## config.mk

```make
export PLATFORM = sky130hd
export DESIGN_NAME = fifo_free_list_handle_pool
export DESIGN_NICKNAME = d
export VERILOG_FILES = /design/src/design/ffhp_pkg.sv /design/src/design/ffhp_ctrl.sv /design/src/design/ffhp_datapath.sv /design/src/design/fifo_free_list_handle_pool.sv
export SDC_FILE = /design/constraint.sdc
export NUM_CORES = 2
export LEC_CHECK = 0
export BUFFER_PORTS_ARGS = -buffer_cell sky130_fd_sc_hd__buf_4
export CAP_MARGIN = 15
export CORE_MARGIN = 3
export CORE_UTILIZATION = 55
export CTS_BUF_LIST = sky130_fd_sc_hd__clkbuf_2
export DETAILED_ROUTE_END_ITERATION = 7
export PLACE_DENSITY = 0.72
export SYNTH_ARGS = -nofsm -noshare
export SYNTH_HDL_FRONTEND = slang
export SYNTH_SLANG_ARGS = --single-unit
```

## constraint.sdc

```tcl
create_clock -name clk -period 8.14 [get_ports clk]
set_input_delay 0.814 -clock clk [delete_from_list [all_inputs] [get_ports clk]]
set_output_delay 0.814 -clock clk [all_outputs]
set_load 0.1 [all_outputs]
```

## src/design/ffhp_pkg.sv

```systemverilog
// ----------------------------------------------------------------------------
// ffhp_pkg
// Shared types and codes for the FIFO free-list handle pool.
// ----------------------------------------------------------------------------
package ffhp_pkg;

  // Default handle space
  localparam int unsigned POOL_SIZE_DEFAULT = 256;

  // Payload widths fixed by the interface
  localparam int unsigned OP_W     = 2;
  localparam int unsigned HANDLE_W = 8;
  localparam int unsigned STATUS_W = 2;
  localparam int unsigned COUNT_W  = 9;

  // Operation codes
  localparam logic [OP_W-1:0] OP_ALLOC = 2'd0;
  localparam logic [OP_W-1:0] OP_TRY   = 2'd1;
  localparam logic [OP_W-1:0] OP_FREE  = 2'd2;

  // Result status codes
  localparam logic [STATUS_W-1:0] STAT_OK        = 2'd0;
  localparam logic [STATUS_W-1:0] STAT_NONE      = 2'd1;
  localparam logic [STATUS_W-1:0] STAT_INVALID   = 2'd2;
  localparam logic [STATUS_W-1:0] STAT_EXHAUSTED = 2'd3;

  // Controller states
  typedef enum logic {
    S_IDLE,
    S_EXEC
  } state_t;

  // Commands from controller to datapath
  typedef struct packed {
    logic capture;  // latch request and launch memory reads
    logic commit;   // decide, update state and load the result register
  } dp_cmd_t;

  // Status from datapath to controller
  typedef struct packed {
    logic out_busy; // result register full and not taken this cycle
  } dp_stat_t;

endpackage

```

## src/design/ffhp_ctrl.sv

```systemverilog
// ----------------------------------------------------------------------------
// ffhp_ctrl
// Request sequencer: accepts a request, then commits it once the result
// register can take the result.
// ----------------------------------------------------------------------------
module ffhp_ctrl (
  input  logic             clk,
  input  logic             rst,
  input  logic             in_valid,
  output logic             in_ready,
  input  ffhp_pkg::dp_stat_t dp_stat,
  output ffhp_pkg::dp_cmd_t  dp_cmd
);

  ffhp_pkg::state_t state;
  ffhp_pkg::state_t state_next;

  // State register
  always_ff @(posedge clk) begin
    if (rst) begin
      state <= ffhp_pkg::S_IDLE;
    end else begin
      state <= state_next;
    end
  end

  // Next state
  always_comb begin
    state_next = state;
    unique case (state)
      ffhp_pkg::S_IDLE: begin
        if (in_valid) begin
          state_next = ffhp_pkg::S_EXEC;
        end
      end
      ffhp_pkg::S_EXEC: begin
        if (!dp_stat.out_busy) begin
          state_next = ffhp_pkg::S_IDLE;
        end
      end
      default: begin
        state_next = ffhp_pkg::S_IDLE;
      end
    endcase
  end

  // Outputs
  always_comb begin
    in_ready       = 1'b0;
    dp_cmd.capture = 1'b0;
    dp_cmd.commit  = 1'b0;
    unique case (state)
      ffhp_pkg::S_IDLE: begin
        in_ready       = 1'b1;
        dp_cmd.capture = in_valid;
      end
      ffhp_pkg::S_EXEC: begin
        dp_cmd.commit = !dp_stat.out_busy;
      end
      default: begin
        in_ready = 1'b0;
      end
    endcase
  end

endmodule

```

## src/design/ffhp_datapath.sv

```systemverilog
// ----------------------------------------------------------------------------
// ffhp_datapath
// Allocation bitmap, released-handle FIFO, pool counters and the result
// register.
// ----------------------------------------------------------------------------
module ffhp_datapath #(
  parameter int unsigned POOL_SIZE = ffhp_pkg::POOL_SIZE_DEFAULT
) (
  input  logic                               clk,
  input  logic                               rst,
  input  ffhp_pkg::dp_cmd_t                  dp_cmd,
  output ffhp_pkg::dp_stat_t                 dp_stat,
  input  logic [ffhp_pkg::OP_W-1:0]          op,
  input  logic [ffhp_pkg::HANDLE_W-1:0]      handle_in,
  output logic                               out_valid,
  input  logic                               out_ready,
  output logic [ffhp_pkg::HANDLE_W-1:0]      handle_out,
  output logic [ffhp_pkg::STATUS_W-1:0]      status,
  output logic [ffhp_pkg::COUNT_W-1:0]       allocated_count,
  output logic [ffhp_pkg::COUNT_W-1:0]       released_count
);

  localparam int unsigned IDX_W = (POOL_SIZE > 1) ? $clog2(POOL_SIZE) : 1;
  localparam int unsigned CNT_W = $clog2(POOL_SIZE + 1);
  localparam logic [IDX_W-1:0] LAST_IDX = IDX_W'(POOL_SIZE - 1);
  localparam logic [CNT_W-1:0] FULL_CNT = CNT_W'(POOL_SIZE);

  // Storage: bitmap entries are only trusted below fresh_next
  logic                in_use_map [POOL_SIZE];
  logic [IDX_W-1:0]    released_fifo [POOL_SIZE];

  // Pool state
  logic [IDX_W-1:0]    fifo_head;
  logic [IDX_W-1:0]    fifo_tail;
  logic [CNT_W-1:0]    fifo_fill;
  logic [CNT_W-1:0]    fresh_next;
  logic [CNT_W-1:0]    in_use_total;

  // Captured request and registered memory reads
  logic [ffhp_pkg::OP_W-1:0]     op_q;
  logic [ffhp_pkg::HANDLE_W-1:0] hin_q;
  logic                          map_rd;
  logic [IDX_W-1:0]              fifo_rd;

  // Decision signals
  logic                          alloc_like;
  logic                          fifo_has;
  logic                          do_pop;
  logic                          do_fresh;
  logic                          do_grant;
  logic                          hin_in_range;
  logic [IDX_W-1:0]              hin_idx;
  logic                          hin_issued;
  logic                          do_free;
  logic [IDX_W-1:0]              grant_idx;
  logic [ffhp_pkg::STATUS_W-1:0] status_next;
  logic [CNT_W-1:0]              fifo_fill_next;
  logic [CNT_W-1:0]              in_use_total_next;

  // Capture request and read both memories
  always_ff @(posedge clk) begin
    if (dp_cmd.capture) begin
      op_q    <= op;
      hin_q   <= handle_in;
      map_rd  <= in_use_map[IDX_W'(handle_in)];
      fifo_rd <= released_fifo[fifo_head];
    end
  end

  // Decide the outcome of the captured request
  always_comb begin
    alloc_like   = (op_q == ffhp_pkg::OP_ALLOC) || (op_q == ffhp_pkg::OP_TRY);
    fifo_has     = (fifo_fill != '0);
    do_pop       = alloc_like && fifo_has;
    do_fresh     = (op_q == ffhp_pkg::OP_ALLOC) && !fifo_has && (fresh_next != FULL_CNT);
    do_grant     = do_pop || do_fresh;
    hin_in_range = (32'(hin_q) < 32'(POOL_SIZE));
    hin_idx      = IDX_W'(hin_q);
    hin_issued   = (CNT_W'(hin_idx) < fresh_next);
    do_free      = (op_q == ffhp_pkg::OP_FREE) && hin_in_range && hin_issued && map_rd
                   && (fifo_fill != FULL_CNT);
    grant_idx    = do_pop ? fifo_rd : (do_fresh ? IDX_W'(fresh_next) : '0);

    status_next = ffhp_pkg::STAT_OK;
    case (op_q)
      ffhp_pkg::OP_ALLOC: begin
        if (!do_grant) begin
          status_next = ffhp_pkg::STAT_EXHAUSTED;
        end
      end
      ffhp_pkg::OP_TRY: begin
        if (!do_pop) begin
          status_next = ffhp_pkg::STAT_NONE;
        end
      end
      ffhp_pkg::OP_FREE: begin
        if (!do_free) begin
          status_next = ffhp_pkg::STAT_INVALID;
        end
      end
      default: begin
        status_next = ffhp_pkg::STAT_OK;
      end
    endcase

    fifo_fill_next = fifo_fill;
    if (do_pop) begin
      fifo_fill_next = fifo_fill - CNT_W'(1);
    end else if (do_free) begin
      fifo_fill_next = fifo_fill + CNT_W'(1);
    end

    in_use_total_next = in_use_total;
    if (do_grant) begin
      in_use_total_next = in_use_total + CNT_W'(1);
    end else if (do_free) begin
      in_use_total_next = in_use_total - CNT_W'(1);
    end
  end

  // Update the bitmap on grant or release
  always_ff @(posedge clk) begin
    if (dp_cmd.commit && do_grant) begin
      in_use_map[grant_idx] <= 1'b1;
    end else if (dp_cmd.commit && do_free) begin
      in_use_map[hin_idx] <= 1'b0;
    end
  end

  // Append released handle to the FIFO
  always_ff @(posedge clk) begin
    if (dp_cmd.commit && do_free) begin
      released_fifo[fifo_tail] <= hin_idx;
    end
  end

  // Advance pointers and counters
  always_ff @(posedge clk) begin
    if (rst) begin
      fifo_head    <= '0;
      fifo_tail    <= '0;
      fifo_fill    <= '0;
      fresh_next   <= '0;
      in_use_total <= '0;
    end else if (dp_cmd.commit) begin
      fifo_fill    <= fifo_fill_next;
      in_use_total <= in_use_total_next;
      if (do_pop) begin
        fifo_head <= (fifo_head == LAST_IDX) ? '0 : fifo_head + IDX_W'(1);
      end
      if (do_free) begin
        fifo_tail <= (fifo_tail == LAST_IDX) ? '0 : fifo_tail + IDX_W'(1);
      end
      if (do_fresh) begin
        fresh_next <= fresh_next + CNT_W'(1);
      end
    end
  end

  // Result register: hold until taken
  always_ff @(posedge clk) begin
    if (rst) begin
      out_valid <= 1'b0;
    end else if (dp_cmd.commit) begin
      out_valid <= 1'b1;
    end else if (out_ready) begin
      out_valid <= 1'b0;
    end
  end

  always_ff @(posedge clk) begin
    if (dp_cmd.commit) begin
      handle_out      <= ffhp_pkg::HANDLE_W'(grant_idx);
      status          <= status_next;
      allocated_count <= ffhp_pkg::COUNT_W'(in_use_total_next);
      released_count  <= ffhp_pkg::COUNT_W'(fifo_fill_next);
    end
  end

  assign dp_stat.out_busy = out_valid && !out_ready;

endmodule

```

## src/design/fifo_free_list_handle_pool.sv

```systemverilog
// ----------------------------------------------------------------------------
// fifo_free_list_handle_pool
// Handle pool with FIFO reuse of released handles.
// ----------------------------------------------------------------------------
// Usage:
//   Request channel (in_valid/in_ready): op and handle_in. op selects
//   allocate, try allocate (released handles only) or deallocate.
//   Result channel (out_valid/out_ready): handle_out, status and the
//   allocated and released counts after the request.
//   Each request is captured, with registered reads of the bitmap and
//   released FIFO, in the idle state and committed in the execute state.
//   A new request is not taken until the previous one has committed.
//   The result is loaded into the output register when the request commits.
//   A waiting result sits in an output register while the next request
//   is accepted and read; that request commits once the result is taken,
//   so a stalled receiver holds the pool state and back-pressures requests.
//   Reset clears the FIFO pointers, the counts and the fresh-handle
//   counter; the bitmap needs no clearing since entries at or above the
//   fresh-handle counter are treated as free. The controller leaves
//   reset in its idle state, ready to accept a request.
// ----------------------------------------------------------------------------
module fifo_free_list_handle_pool #(
  parameter int unsigned POOL_SIZE = ffhp_pkg::POOL_SIZE_DEFAULT
) (
  input  logic                          clk,
  input  logic                          rst,
  input  logic                          in_valid,
  output logic                          in_ready,
  input  logic [ffhp_pkg::OP_W-1:0]     op,
  input  logic [ffhp_pkg::HANDLE_W-1:0] handle_in,
  output logic                          out_valid,
  input  logic                          out_ready,
  output logic [ffhp_pkg::HANDLE_W-1:0] handle_out,
  output logic [ffhp_pkg::STATUS_W-1:0] status,
  output logic [ffhp_pkg::COUNT_W-1:0]  allocated_count,
  output logic [ffhp_pkg::COUNT_W-1:0]  released_count
);

  ffhp_pkg::dp_cmd_t  dp_cmd;
  ffhp_pkg::dp_stat_t dp_stat;

  // Sequencer
  ffhp_ctrl u_ctrl (
    .clk      (clk),
    .rst      (rst),
    .in_valid (in_valid),
    .in_ready (in_ready),
    .dp_stat  (dp_stat),
    .dp_cmd   (dp_cmd)
  );

  // Pool storage and result register
  ffhp_datapath #(
    .POOL_SIZE (POOL_SIZE)
  ) u_datapath (
    .clk             (clk),
    .rst             (rst),
    .dp_cmd          (dp_cmd),
    .dp_stat         (dp_stat),
    .op              (op),
    .handle_in       (handle_in),
    .out_valid       (out_valid),
    .out_ready       (out_ready),
    .handle_out      (handle_out),
    .status          (status),
    .allocated_count (allocated_count),
    .released_count  (released_count)
  );

endmodule

```

==> qor.csv <==
stage,metric,value,unit
pwr,ir_worst_vdd,0.000179,V
placed_design,dpl.hpwl,145000,um
worst_setup_path,critPathKind,register to register,
clocking,insertion_delay,1.94,ns
global_route,grt-ovfl-total,0,
final_layout,nets,5498,
logic_synthesis,syn_nets,5042,
logic_synthesis,ys_seq_elements,2396,
final_layout,area_growth,8.53,%
route,first_iter_violations,7452,
route,wl_met2,114000,um
logic_synthesis,synth_cell_types,77,
clocking,cts_tree,built,
route,maxUsedRoutingLayer,met5,
clocking,holdBufCountCts,30,
placed_design,portBuffers,43,
timing,hold_ws,0.216,ns
pwr,leakage,32.0,nW
placed_design,dp.cells,7128,
timing,worstMarginPinSlew,1.45,ns
logic_synthesis,syn_area,95000,sq um
placed_design,post-place-ws,2.72,ns
pwr,total_power,21.7,mW
floorplan,num_io_pins,44,
route,vias,53000,
timing,rsz0062_at_grt,false,
worst_setup_path,cpMostUsedCell,buf_4,
timing,relSlewSlack,3.36,%
worst_setup_path,cp_max_fo,130,
worst_setup_path,cp_top_family,simple AND/OR/NAND/NOR gates,
route,wire_per_inst,30.3,um
global_route,antenna_found_initial,12,
floorplan,dieWidth,422,um
clocking,path_clk_slew,0.11,ns
logic_synthesis,synthCells,5009,
worst_setup_path,cpPeakStageDelay,0.66,ns
logic_synthesis,seq_area_frac_synth,75.3,%
floorplan,die_h,422,um
route,wl_met1,93000,um
global_route,grtUsageTotal,27.8,%
timing,timing.final.crit_share,66.7,%
worst_setup_path,crit_arrival,6.85,ns
clocking,cts_setup_buffers,0,
route,drt-total-wl,247000,um
timing,finalHoldViolCount,0,
logic_synthesis,synth_ff_type,edfxtp_1,
worst_setup_path,path_cells,buf_4 -> ha_1 -> and4b_1 -> a211oi_2 -> o221ai_2 -> nor3_4 -> inv_6 -> nor3b_2 -> nand2_1 -> buf_4 -> nor2_1,
timing,period_needed,5.43,ns
route,ant_nets,0,
timing,maxClockFrequency,184,MHz
floorplan,core-area,171000,sq um
final_layout,fin_cells,8162,
clocking,cts_made_buffers,598,
placed_design,gp_congestion,0.911,
job,maxCapViolCount,0,
worst_setup_path,critPathSlowestCell,nor2_1,
route,via_per_inst,6.49,
timing,skew,0.199,ns
timing,fin_setup_tns,0,ns
worst_setup_path,start_kind,register,
global_route,grt_pass1_wl,361000,um
route,wl_met3,30800,um
pwr,powerDensity,211,nW/um^2
timing,setup_viol,0,
worst_setup_path,end_kind,register,
clocking,cts_buffer_depth,4,
logic_synthesis,synth_edf_count,2351,
route,drc,0,
final_layout,drive_gt1_share,27.2,%
global_route,grt_max_degree,201,
worst_setup_path,critPathBufInv,3,
route,dr.pass1.iters,6,
floorplan,dieArea,178000,sq um
floorplan,std_cell_rows,151,
logic_synthesis,async_reset_ff_share,0,%
min_path,hold_path.class,input pin to register,
timing,maxSlewViolCount,0,
clocking,htreeDepth,6,
floorplan,start_util,55.7,%
global_route,grt_pass1_vias,52800,
clocking,cts_resized,0,
worst_setup_path,rrSetupSlack,2.71,ns
clocking,clock_sinks,2396,
logic_synthesis,yosys_warnings,0,
clocking,cts_root_buf,clkbuf_2,
logic_synthesis,avgSynthCellArea,19.0,sq um
worst_setup_path,required,9.56,ns
run_status,outcome,completed,
timing,worst_slack,2.71,ns
[where the power goes]
| group | switching, mW | internal, mW | total, mW |
|---|---|---|---|
| logic | 0.421 | 0.115 | 0.537 |
| clock network | 4.71 | 2.91 | 7.62 |
| registers | 0.0170 | 13.5 | 13.6 |
| total | 5.14 | 16.6 | 21.7 |
[cells by family (layout without fill, tap and decap cells)]
| kind of cell | count (synthesis) | after routing | share of synthesized area [%] |
|---|---|---|---|
| other | 0 | 17 | 0 |
| AOI/OAI and AO/OA | 472 | 472 | 3.50 |
| adders and majority gates | 19 | 19 | 0.250 |
| xor gates and xnor gates | 46 | 46 | 0.424 |
| muxes | 762 | 762 | 14.6 |
| and+or+nand+nor | 969 | 969 | 4.41 |
| DFF | 2396 | 2396 | 75.3 |
| buffers and inverters | 345 | 1186 | 1.60 |
[per-stage QoR]
| stage | utilization, % | cell area, sq um |
|---|---|---|
| 4_1_cts | 60.4 | 103000 |
| 2_1_floorplan | - | 95000 |
| 6_report | 60.4 | 103000 |
| 3_3_place_gp | 57.3 | 97700 |
| 3_5_place_dp | 57.3 | 97800 |
| 5_1_grt | 60.4 | 103000 |
[cell type report]
type	instances	area [sq um]
antenna	17	42.5
clock buffer	831	4160
sequential	2396	71500
clock inverter	154	777
multi-input combinational	2268	22100
timing repair buffer	171	1550
inverter	30	118
tap	2295	2870
fill	12400	67500
[worst register-to-register path, cell delays in order (launching register included)]
cell	delay [ns]
edfxtp_1	0.36
buf_4	0.65
ha_1	0.40
and4b_1	0.23
a211oi_2	0.24
o221ai_2	0.30
nor3_4	0.33
inv_6	0.26
nor3b_2	0.45
nand2_1	0.61
buf_4	0.48
nor2_1	0.68
[cell usage after synthesis, types with 16 or more instances]
| cell type | instances | area share, % |
|---|---|---|
| xnor2_1 | 27 | 0.25 |
| nor2_1 | 620 | 2.4 |
| nand3_1 | 60 | 0.32 |
| a31oi_1 | 16 | 0.11 |
| mux2i_1 | 241 | 2.5 |
| mux4_2 | 494 | 12 |
| o21ai_0 | 60 | 0.32 |
| nand2b_1 | 24 | 0.16 |
| nor2b_1 | 19 | 0.13 |
| xor2_1 | 19 | 0.18 |
| a22o_1 | 21 | 0.19 |
| edfxtp_1 | 2351 | 74 |
| a221oi_1 | 20 | 0.18 |
| a211oi_1 | 39 | 0.31 |
| clkbuf_1 | 132 | 0.52 |
| dfxtp_1 | 45 | 0.95 |
| nand2_1 | 117 | 0.46 |
| buf_1 | 37 | 0.15 |
| a22oi_1 | 64 | 0.51 |
| o22ai_1 | 77 | 0.51 |
| mux2_2 | 27 | 0.32 |
| buf_2 | 130 | 0.68 |
| nor4_1 | 22 | 0.14 |
| nand4_1 | 20 | 0.13 |
| nor3_1 | 37 | 0.19 |
| inv_1 | 28 | 0.11 |
| ha_1 | 19 | 0.25 |
| o221ai_1 | 19 | 0.18 |
| a21oi_1 | 69 | 0.36 |
[path summary, 6_finish.rpt]
path                           start                          endpoint  cells past startpoint
min reg2reg  u_datapath.fifo_fill[0]           u_datapath.fifo_fill[0]                      2
min                         in_valid             u_datapath.fifo_rd[3]                      4
max            u_datapath.hin_idx[6]  u_datapath.released_fifo[184][4]                     11
max reg2reg    u_datapath.hin_idx[6]  u_datapath.released_fifo[184][4]                     11
[flip-flops by register name, indices dropped and copies added (netlist names)]
register	flops
u_ctrl.state	1
u_datapath.allocated_count	9
u_datapath.fifo_fill	9
u_datapath.fifo_head	8
u_datapath.fifo_rd	8
u_datapath.fifo_tail	8
u_datapath.fresh_next	9
u_datapath.handle_out	8
u_datapath.hin_idx	8
u_datapath.in_use_map	256
u_datapath.in_use_total	9
u_datapath.map_rd	1
u_datapath.op_q	2
u_datapath.out_valid	1
u_datapath.released_count	9
u_datapath.released_fifo	2048
u_datapath.status	2
[routing by layer]
| layer | global-route usage [%] | up-vias |
|---|---|---|
| met4 | 11.1 | 6 |
| met1 | 38.8 | 27000 |
| met5 | 0 | - |
| met2 | 41.8 | 3741 |
| met3 | 8.11 | 635 |
| li1 | - | 21600 |
[placed cells by master (no fill, tap or decap), types with 8 or more instances in the layout]
cell type / n
edfxtp_1: 2351
clkbuf_2: 831
nor2_1: 619
mux4_2: 494
mux2i_1: 241
buf_4: 125
nand2_1: 114
clkinv_1: 110
o22ai_1: 77
a21oi_1: 69
a22oi_1: 64
o21ai_0: 60
nand3_1: 52
a211oi_1: 39
dfxtp_1: 39
nor3_1: 37
dlygate4sd3_1: 29
inv_1: 28
xnor2_1: 27
mux2_2: 27
nand2b_1: 24
nor4_1: 22
clkinv_2: 22
a22o_1: 21
nand4_1: 20
a221oi_1: 20
o221ai_1: 19
xor2_1: 19
ha_1: 19
diode_2: 17
a31oi_1: 16
nor2b_1: 16
inv_2: 14
buf_12: 13
o211ai_1: 10
a2111oi_0: 10
nand3_2: 8
Power figures use the tool's default switching activity.
